<file path="config.mk">
export PLATFORM = sky130hd
export DESIGN_NAME = mvt_merge
export DESIGN_NICKNAME = d
export VERILOG_FILES = /design/src/sv/mvt_pkg.sv /design/src/sv/mvt_merge.sv
export SDC_FILE = /design/constraint.sdc
export NUM_CORES = 1
export LEC_CHECK = 0
export ABC_AREA = 1
export BUFFER_PORTS_ARGS = -buffer_cell sky130_fd_sc_hd__buf_4
export CAP_MARGIN = 10
export CORE_ASPECT_RATIO = 0.8
export CORE_MARGIN = 4
export CORE_UTILIZATION = 36
export DETAILED_ROUTE_END_ITERATION = 8
export PLACE_DENSITY = 0.7
export REMOVE_ABC_BUFFERS = 1
export SYNTH_ARGS = -nofsm -noshare
export SYNTH_HDL_FRONTEND = slang
export SYNTH_SLANG_ARGS = --single-unit
</file>
<file path="constraint.sdc">
create_clock -name clk -period 0.8 [get_ports clk]
set_clock_uncertainty 0.1 [all_clocks]
set_input_delay 0.12 -clock clk [delete_from_list [all_inputs] [get_ports clk]]
set_output_delay 0.12 -clock clk [all_outputs]
set_load 0.01 [all_outputs]
</file>
<file path="src/sv/mvt_pkg.sv">
package mvt_pkg;

  localparam int DATA_W        = 16;
  localparam int NUM_LANES     = 4;
  localparam int FRACTION_BITS = 8;
  localparam int PROD_W        = 2 * DATA_W;
  localparam int SUM_W         = PROD_W + $clog2(NUM_LANES);
  localparam int ROW_W         = NUM_LANES * DATA_W;
  localparam int CFG_ADDR_W    = $clog2(NUM_LANES) + 3;
  localparam int REG_IDX_W     = $clog2(NUM_LANES);

  // Row register indexes
  localparam logic [REG_IDX_W-1:0] REG_ROW0 = 2'd0;
  localparam logic [REG_IDX_W-1:0] REG_ROW1 = 2'd1;
  localparam logic [REG_IDX_W-1:0] REG_ROW2 = 2'd2;
  localparam logic [REG_IDX_W-1:0] REG_ROW3 = 2'd3;

  // Identity matrix in Q8.8
  localparam logic [ROW_W-1:0] ROW0_RESET = 64'h0000_0000_0000_0100;
  localparam logic [ROW_W-1:0] ROW1_RESET = 64'h0000_0000_0100_0000;
  localparam logic [ROW_W-1:0] ROW2_RESET = 64'h0000_0100_0000_0000;
  localparam logic [ROW_W-1:0] ROW3_RESET = 64'h0100_0000_0000_0000;

  typedef struct packed {
    logic signed [DATA_W-1:0] vec_x;
    logic signed [DATA_W-1:0] vec_y;
    logic signed [DATA_W-1:0] vec_z;
    logic signed [DATA_W-1:0] vec_w;
  } in_item_t;

  typedef struct packed {
    logic signed [DATA_W-1:0] out_x;
    logic signed [DATA_W-1:0] out_y;
    logic signed [DATA_W-1:0] out_z;
    logic signed [DATA_W-1:0] out_w;
    logic                     saturated;
  } out_item_t;

  // What one lane hands to the merge stage
  typedef struct packed {
    logic signed [DATA_W-1:0] value;
    logic                     clip;
  } lane_res_t;

  // Stage load enables from the top-level flow control
  typedef struct packed {
    logic s1_ld;
    logic out_ld;
  } pipe_ctl_t;

endpackage

</file>
<file path="src/sv/mvt_merge.sv">
module mvt_merge
  import mvt_pkg::*;
(
  input  logic                            clk,
  input  pipe_ctl_t                       ctl,
  input  lane_res_t [NUM_LANES-1:0]       res,
  output out_item_t                       out_item
);

  out_item_t out_r;
  out_item_t out_nxt;
  logic      any_clip;

  always_comb begin
    any_clip = 1'b0;
    for (int l = 0; l < NUM_LANES; l++) begin
      any_clip = any_clip | res[l].clip;
    end
    out_nxt.out_x     = res[0].value;
    out_nxt.out_y     = res[1].value;
    out_nxt.out_z     = res[2].value;
    out_nxt.out_w     = res[3].value;
    out_nxt.saturated = any_clip;
  end

  // Hold while the result is stalled
  always_ff @(posedge clk) begin
    if (ctl.out_ld) begin
      out_r <= out_nxt;
    end
  end

  assign out_item = out_r;

endmodule

</file>
---- Word-level counts from Yosys, hierarchy flattened ----
Cells that the tools add are included.
word-level totals
  bits of input ports ..................... 71
  flip-flop bits (word level) ............. 65
  logic and storage cells ................. 8
  output and inout port bits .............. 65
cells by class
  bitwise operators ....................... 3
operators by type and width
  operator      number
  $or A1 B1 Y1  3

---- Depth between registers and ports, before layout ----
  depth in word-level cells ............... 3
  depth in mapped cells ................... 2
  depth with buffers taken out ............ 2

---- Worst setup path before layout ----
OpenSTA, ideal clock, no wires.
  path kind ............................... register to output
  start ................................... reg out_r, in the netlist out_item[0]
  end ..................................... out out_item[0] in the netlist's numbering
  cell stages (with the launch flop) ...... 1
  required time ........................... 580 ps
  setup slack ............................. 186 ps
  path buffers ............................ 0
  arrival time ............................ 394 ps
  cells stage by stage .................... edfxtp_1
RTL lines
  what                      line             text
  start: declaration        mvt_merge.sv:10  out_item_t out_r;
  start signal: assignment  mvt_merge.sv:29  out_r <= out_nxt;
  end: declaration          mvt_merge.sv:7   output out_item_t out_item
No word-level cell between the ends.

---- Final worst setup path ----
  start ................................... reg out_r, in the netlist out_item[51]
  end ..................................... out out_item[51] in the netlist's numbering
No word-level cell between the ends.

==> results_dict.tcl <==
set metrics [dict create \
    crit_path_end_kind "primary output" \
    cts_tree "yes" \
    p_int_mw 6.69 \
    cp.required_ps 580 \
    p_comb_share_pct 15.8 \
    cp_slowest_stage_delay_ps 440 \
    syn_avg_cell_area_sq_um 28.9 \
    final_max_slew_viol_count 0 \
    ant_nets 0 \
    tightest_slew_ps 146 \
    hpwl_um 3740 \
    crit_buf_inv 1 \
    cp_cell_sequence "buf_6" \
    routed_wl_um 7750 \
    grt_pass1_wl_um 10200 \
    post_cts.repair.setup_buffers 0 \
    gp_congestion 0.687 \
    hold_viol 1 \
    yosysSeqAreaShare_pct 99.4 \
    yosysWarnings 0 \
    die_area_sq_mm 0.00671 \
    final_common_cell "buf_4" \
    die_h_um 74.1 \
    core_region_area_sq_mm 0.00515 \
    fp.dieW_um 90.6 \
    clockPowerShare_pct 35.8 \
    post-route-period-util_pct 145 \
    holdWs_ps -67.3 \
    grt_pass1_vias 1807 \
    setup_viol 86 \
    clk_path_buf_depth 2 \
    boundaryPins 136 \
    wl_met1_um 2520 \
    grt_max_degree 26 \
    start_util_pct 38.1 \
    wl_met3_um 847 \
    vias 1625 \
    drt-initial-drc-count 65 \
    cts_hold_buf 64 \
    crit_arrival_ps 940 \
    remaining_drc_errors 0 \
    numClockSinks 65 \
    worstPathMaxFanout 1 \
    fp-row-count 23 \
    n_antenna_cell 0 \
    root_buffer "clkbuf_8" \
    netSwitchingFraction_pct 22.6 \
    start_kind "register" \
    syn_inst 68 \
    top_layer_used "met4" \
    place_area_sq_mm 0.00311 \
    status "finished with violations" \
    wl_met2_um 4230 \
    irDropWorstVdd_v 0.00125 \
    cts_buffers 9 \
    syn2layout_area_growth_pct 114 \
    min_period_ps 1160 \
    worst_path_max_delay_cell "edfxtp_1" \
    p_seq_share_pct 48.5 \
    dr.pass1.iters 4 \
    htree_levels 3 \
    violations "hold timing, setup timing" \
    synth_area_sq_mm 0.00196 \
    rsz0062_at_grt "yes" \
    ys_seq_elements 65 \
    fin_area_sq_mm 0.00421 \
    synth_cell_types 3 \
    port_buffers 134 \
    max_freq_mhz 861 \
    maxCapViolCount 0 \
    drive_above_1_share_pct 53.5 \
    fin_util_pct 81.7 \
    fillerInstances 243 \
    p_leak_nw 1.86 \
    globalRoute.totalOverflow 0 \
    critPathTopFamily "flip-flops" \
    relSlewSlack_pct 90.3 \
    grt_usage_pct 21.3 \
    via_per_inst 4.67 \
    layout_common_cells "buf_4, edfxtp_1, buf_6" \
    hold_class "in -> reg" \
    p_sw_mw 1.96 \
    fin_ws_ps -361 \
    powerDensity_mw_per_mm2 2060 \
    antenna_found_initial 0 \
    avgRoutedWirePerCell_um 22.3 \
    nets 352 \
    largest_reg_flops 65 \
    cts.reportedPaths.clkPinSlew_ps 90 \
    crit_type "reg -> out" \
]
==> through the flow <==
step	TNS (ps)	setup WS [ps]	power (mW)	instances	hold WS, ps
3_3_place_gp	-2890	-66.4	5.09	268	198
3_5_place_dp	-3610	-78.5	5.11	268	199
5_1_grt	-21490	-382	8.95	348	-65.0
6_report	-19430	-361	8.65	348	-67.3
4_1_cts	-18680	-310	8.49	348	-85.7
2_1_floorplan	0	186	4.34	68	119
==> synth_stat cells (all sizes together) <==
cell type | count | area share, %
nor2 | 2 | 0.38
edfxtp | 65 | 99
nand2 | 1 | 0.19
==> power by group through the flow <==
stage	clock, mW	sequential (mW)	combinational, mW
CTS	3.07	4.15	1.27
floorplan	0	4.34	0.00273
global route	3.31	4.22	1.43
global placement	0	4.18	0.909
detailed placement	0	4.19	0.921
finish	3.10	4.19	1.36
==> what timing repair did <==
action | 4_1_cts | 5_1_grt
gates resized for setup | 41 | 26
hold endpoints to repair | 65 | 1
endpoints found under the setup margin | 65 | 76
==> cells by family after synthesis <==
group and share of synthesized area (%):
DFF 99.4, and+or+nand+nor 0.574
==> final cells by class <==
type / count / area (sq um) / share of cell area [%]
well taps: 62 / 77.6 / 1.84
multi-input cells: 3 / 11.3 / 0.267
repair buffers: 202 / 1950 / 46.4
clock buffers: 9 / 124 / 2.94
flip-flops and latches: 65 / 1950 / 46.4
clock inverters: 7 / 93.8 / 2.23
==> routing by layer <==
layer	track usage, %	vias to the layer above
li1	-	699
met1	20.3	794
met2	38.5	114
met3	13.7	18
met4	6.45	0
met5	0	-
==> final timing paths <==
kind | from | end | slack (ps) | cells after the start
max | out_item[51] | out_item[51] | -360 | 1
min | res[17] | out_item[0] | -70 | 3
No activity file was read; power rests on OpenSTA's default activity.
