## src/sv/mvt_pkg.sv

```systemverilog
package mvt_pkg;

  localparam int DATA_W        = 16;
  localparam int NUM_LANES     = 4;
  localparam int FRACTION_BITS = 8;
  localparam int PROD_W        = 2 * DATA_W;
  localparam int SUM_W         = PROD_W + $clog2(NUM_LANES);
  localparam int ROW_W         = NUM_LANES * DATA_W;
  localparam int CFG_ADDR_W    = $clog2(NUM_LANES) + 3;
  localparam int REG_IDX_W     = $clog2(NUM_LANES);

  // Row register indexes
  localparam logic [REG_IDX_W-1:0] REG_ROW0 = 2'd0;
  localparam logic [REG_IDX_W-1:0] REG_ROW1 = 2'd1;
  localparam logic [REG_IDX_W-1:0] REG_ROW2 = 2'd2;
  localparam logic [REG_IDX_W-1:0] REG_ROW3 = 2'd3;

  // Identity matrix in Q8.8
  localparam logic [ROW_W-1:0] ROW0_RESET = 64'h0000_0000_0000_0100;
  localparam logic [ROW_W-1:0] ROW1_RESET = 64'h0000_0000_0100_0000;
  localparam logic [ROW_W-1:0] ROW2_RESET = 64'h0000_0100_0000_0000;
  localparam logic [ROW_W-1:0] ROW3_RESET = 64'h0100_0000_0000_0000;

  typedef struct packed {
    logic signed [DATA_W-1:0] vec_x;
    logic signed [DATA_W-1:0] vec_y;
    logic signed [DATA_W-1:0] vec_z;
    logic signed [DATA_W-1:0] vec_w;
  } in_item_t;

  typedef struct packed {
    logic signed [DATA_W-1:0] out_x;
    logic signed [DATA_W-1:0] out_y;
    logic signed [DATA_W-1:0] out_z;
    logic signed [DATA_W-1:0] out_w;
    logic                     saturated;
  } out_item_t;

  // What one lane hands to the merge stage
  typedef struct packed {
    logic signed [DATA_W-1:0] value;
    logic                     clip;
  } lane_res_t;

  // Stage load enables from the top-level flow control
  typedef struct packed {
    logic s1_ld;
    logic out_ld;
  } pipe_ctl_t;

endpackage

```

## src/sv/mvt_lane.sv

```systemverilog
module mvt_lane
  import mvt_pkg::*;
#(
  parameter int FRACTION_BITS = mvt_pkg::FRACTION_BITS
)
(
  input  logic             clk,
  input  pipe_ctl_t        ctl,
  input  logic [ROW_W-1:0] row,
  input  in_item_t         vec,
  output lane_res_t        res
);

  localparam logic signed [SUM_W-1:0] SAT_HI = SUM_W'((2 ** (DATA_W - 1)) - 1);
  localparam logic signed [SUM_W-1:0] SAT_LO = -SAT_HI - SUM_W'(1);
  localparam logic signed [DATA_W-1:0] OUT_HI = {1'b0, {(DATA_W - 1){1'b1}}};
  localparam logic signed [DATA_W-1:0] OUT_LO = {1'b1, {(DATA_W - 1){1'b0}}};

  logic signed [DATA_W-1:0] comp [NUM_LANES];
  logic signed [DATA_W-1:0] ent  [NUM_LANES];
  logic signed [PROD_W-1:0] prod_r [NUM_LANES];
  logic signed [SUM_W-1:0]  sum;
  logic signed [SUM_W-1:0]  shifted;

  assign comp[0] = vec.vec_x;
  assign comp[1] = vec.vec_y;
  assign comp[2] = vec.vec_z;
  assign comp[3] = vec.vec_w;

  always_comb begin
    for (int c = 0; c < NUM_LANES; c++) begin
      ent[c] = $signed(row[DATA_W*c +: DATA_W]);
    end
  end

  // Stage 1: one product per column
  always_ff @(posedge clk) begin
    if (ctl.s1_ld) begin
      for (int c = 0; c < NUM_LANES; c++) begin
        prod_r[c] <= ent[c] * comp[c];
      end
    end
  end

  always_comb begin
    sum = '0;
    for (int c = 0; c < NUM_LANES; c++) begin
      sum = sum + SUM_W'(prod_r[c]);
    end
    // floor shift, then clip to the output range
    shifted = sum >>> FRACTION_BITS;
    if (shifted > SAT_HI) begin
      res.value = OUT_HI;
      res.clip  = 1'b1;
    end else if (shifted < SAT_LO) begin
      res.value = OUT_LO;
      res.clip  = 1'b1;
    end else begin
      res.value = shifted[DATA_W-1:0];
      res.clip  = 1'b0;
    end
  end

endmodule

```

## config.mk

```make
export PLATFORM = sky130hd
export DESIGN_NAME = mvt_lane
export DESIGN_NICKNAME = d
export VERILOG_FILES = /design/src/sv/mvt_pkg.sv /design/src/sv/mvt_lane.sv
export SDC_FILE = /design/constraint.sdc
export NUM_CORES = 2
export LEC_CHECK = 0
export ABC_AREA = 1
export BUFFER_PORTS_ARGS = -buffer_cell sky130_fd_sc_hd__buf_2
export CAP_MARGIN = 10
export CORE_MARGIN = 3
export CORE_UTILIZATION = 60
export CTS_BUF_LIST = sky130_fd_sc_hd__clkbuf_16
export CTS_CLUSTER_DIAMETER = 100
export DETAILED_ROUTE_END_ITERATION = 8
export PLACE_DENSITY = 0.77
export SLEW_MARGIN = 20
export SYNTH_ARGS = -nofsm -noshare
export SYNTH_HDL_FRONTEND = slang
export SYNTH_SLANG_ARGS = --single-unit
export TNS_END_PERCENT = 20
```

## constraint.sdc

```tcl
create_clock -name clk -period 7.4 [get_ports clk]
set_input_delay 0.74 -clock clk [delete_from_list [all_inputs] [get_ports clk]]
set_output_delay 0.74 -clock clk [all_outputs]
set_load 0.02 [all_outputs]
```

## Word level (Yosys, flattened, before mapping)

Memories as Yosys holds them, arrays and structs flattened.
Index checks and enable logic that the tools add are counted.

- Logic and storage cells: 14
- Memories: 1
- Input port bits: 131
- Output and inout bits: 17
- Memory bits (writable): 128
- Register bits: 0

Memory list:

| memory | depth | width | read ports | clocked after memory_dff | write ports | line | RTL |
|---|---|---|---|---|---|---|---|
| prod_r | 4 | 32 | 4 | 0 | 4 | mvt_lane.sv:21 | `logic signed [PROD_W-1:0] prod_r [NUM_LANES];` |

- Add/sub/neg operators: 3
- Mux-type cells: 4
- Magnitude comparators: 2
- Multipliers: 4

Operators by type and width:

| operator | count |
|---|---|
| $mul A16 B16 Y32 | 4 |
| $add A33 B32 Y34 | 1 |
| $add A34 B32 Y34 | 1 |
| $mux W17 | 2 |
| $add A32 B32 Y33 | 1 |
| $gt A26 B16 Y1 const B | 1 |
| $lt A26 B16 Y1 const B | 1 |
| $mux W1 | 2 |

## Logic depth before layout (Yosys ltp)

- Depth in word-level cells: 6
- Gate-level depth with buffers: 27
- Depth with buffers taken out: 25

## Worst setup path before layout

No wires, ideal clock.

- Path kind: input to register
- Start: input port vec[5] (netlist name)
- End: memory prod_r[3][28] (netlist name) (data pin)
- Arrival: 6.099 ns
- Required time: 7.138 ns
- Buffers on the path: 2
- Cell stages on the path: 21
- Setup slack: 1.039 ns
- Setup time: 0.262 ns
- Path through: clkbuf_1 clkbuf_1 nand2_1 fa_1 inv_1 fa_1 fa_1 fa_1 fa_1 inv_1 fa_1 inv_1 ha_1 nand2_1 nor4_1 nand2_1 o211ai_1 nand2_1 nand2_1 a21oi_1 xor2_1

RTL lines:

| element | line | RTL |
|---|---|---|
| from (decl) | mvt_lane.sv:10 | `input in_item_t vec,` |
| to (decl) | mvt_lane.sv:21 |  |

==> impl_metrics.tcl <==
set metrics [dict create \
    outcome "finished, final reports clean" \
    fin_crit_ns 6.62 \
    routed_wl_um 114000 \
    multi_input_comb_area_sq_mm 0.0364 \
    synth.most_common_cell "inv_1" \
    rsz0062_at_grt "false" \
    die-height_um 290 \
    antenna_found_initial 6 \
    seq_area_sq_mm 0.00384 \
    grt_use_total_pct 28.4 \
    arrival_ns 6.80 \
    wl_per_cell_um 16.4 \
    grt-ovfl-total 0 \
    fillers 6747 \
    drc 0 \
    yosys_most_used_dff "edfxtp_1" \
    grt_pass1_wl_um 194000 \
    cts_tree "built" \
    cts_buffers 17 \
    min_path_type "input pin to flop" \
    pin_count 148 \
    holdBufCountCts 0 \
    worst_pin_slew_ns 1.00 \
    drtAntennaViolNets 0 \
    core_area_sq_mm 0.0794 \
    ys_seq_area_share_pct 7.94 \
    port_buffers 146 \
    worstSetupStartpointType "input pin" \
    num_vias 36100 \
    cts-root-buf "clkbuf_16" \
    yosysTopAreaCell "fa_1" \
    drt_first_pass_iters 6 \
    cap_violations 0 \
    die_w_um 290 \
    synthesis.nets 7503 \
    cts_setup_buffers 0 \
    fin_crit_sh_pct 89.5 \
    final_max_slew_viol_count 0 \
    synth_cells 5901 \
    cts_resized 0 \
    max_freq_mhz 151 \
    htree_num_levels 4 \
    ys_types 43 \
    synth_top_area_share_pct 46.0 \
    gp_congestion 0.977 \
    ys_seq_elements 128 \
    slew_headroom_pct 33.3 \
    place_hpwl_um 97100 \
    dieArea_sq_mm 0.0841 \
    rows 103 \
    synthesis.area_sq_mm 0.0484 \
    clk_path_buf_depth 2 \
    end_kind "flop" \
    drt_iter0_drc 2620 \
    placedInstanceArea_sq_mm 0.0496 \
    grt_max_degree 81 \
    setup_tns_ns 0 \
    clock-sinks 128 \
    synth_warnings 0 \
    largest_register_ffs 128 \
    drive_above_1_share_pct 3.73 \
    cts.reportedPaths.clkPinSlew_ns 0.06 \
    worstSetupPathType "input pin to flop" \
    final_net_count 7441 \
    post-route-cell-area_sq_mm 0.0502 \
    viasPerCell 5.22 \
    synth_edf_count 128 \
    reg_top3 "prod_r (128)" \
    setup_viol 0 \
    grt_pass1_vias 39500 \
    ys_top_cells_by_area "fa_1 (46%), inv_1 (15%), nand2_1 (11%)" \
    synth.avg_cell_area_sq_um 8.20 \
    top_register "prod_r" \
    area_growth_pct 3.62 \
    cp_max_fo 16 \
    hold_viol_final 0 \
    ys_top_cells_by_count "inv_1 (1939), nand2_1 (1371), fa_1 (1112)" \
    worst_ep_required_time_ns 7.58 \
    initial_core_util_pct 61.0 \
    ys_async_sr_fraction_pct 0 \
]
kinds of logic after synthesis:
kind of cell	Yosys count	synth area share, %
AO/OA/AOI/OAI	312	3.56
AND/OR/NAND/NOR	1646	13.3
XOR/XNOR	169	3.06
adder cells (fa/ha/maj)	1471	55.3
flip-flops	128	7.94
buffers and inverters	2175	16.9
per-stage QoR:
stage                     utilization (%)  hold WS (ns)  instances  worst slack (ns)
after detailed placement             62.5          1.30       6870             0.411
final                                63.2         0.848       6907             0.780
after global routing                 63.2         0.874       6905             0.524
after global placement               62.5          1.29       6870             0.581
after CTS                            63.2         0.844       6902             0.842
after floorplan                         -         0.852       5901              1.04
cell type report:
cell class,instances,share of cell area (%)
Antenna cell,5,0.0249
Tap cell,1050,2.62
Inverter,1941,14.5
Multi-Input combinational cell,3598,72.5
Clock buffer,17,0.848
Clock inverter,15,0.220
Sequential cell,128,7.66
Timing Repair Buffer,153,1.57
critical path, stage by stage:
cell	delay, ns
buf_2	0.31
nand2_1	0.17
inv_1	0.16
fa_1	0.55
fa_1	0.94
fa_1	0.54
fa_1	0.51
fa_1	0.49
inv_1	0.06
fa_1	0.48
inv_1	0.04
ha_1	0.40
nand2_1	0.15
nor4_1	0.38
nand2_1	0.09
o211ai_1	0.32
nand2_1	0.11
nand2_1	0.12
a21oi_1	0.08
xor2_1	0.14
path summary, 6_finish.rpt:
path	startpoint	endpoint	slack (ns)	depth (start not counted)
min	ctl[1]	prod_r[2][28]$_DFFE_PP_	0.85	1
max	vec[1]	prod_r[3][28]$_DFFE_PP_	0.78	20
metal layers:
layer | vias to the layer above | track usage, % | share of wire, %
met5 | - | 0 | 0.011
met4 | 2 | 8.36 | 3.2
met3 | 272 | 3.51 | 6.8
met2 | 1263 | 49.1 | 50
met1 | 18100 | 37.8 | 40
li1 | 16400 | - | -
layout by cell type (no fill, tap or decap), drive strengths merged, types with 3 or more instances in the layout:
cell / synthesis / routed
edfxtp: 128 / 128
a221oi: 5 / 5
nand2: 1380 / 1380
xor2: 90 / 90
inv: 1941 / 1947
o2111ai: 3 / 3
o211ai: 5 / 5
clkinv: 0 / 8
ha: 359 / 359
nand3: 40 / 40
o21ai: 81 / 81
a21boi: 9 / 9
diode: 0 / 5
nor2: 162 / 162
a21o: 11 / 11
o21a: 7 / 7
nor3: 15 / 15
o21bai: 7 / 7
a31oi: 5 / 5
fa: 1112 / 1112
buf: 5 / 153
a21oi: 172 / 172
nand4: 13 / 13
or2: 18 / 18
xnor2: 79 / 79
clkbuf: 229 / 17
a211oi: 3 / 3
nor4: 12 / 12
Power is not shown: default switching activity piles up to over one toggle a cycle in this logic, so the estimate is an artifact.
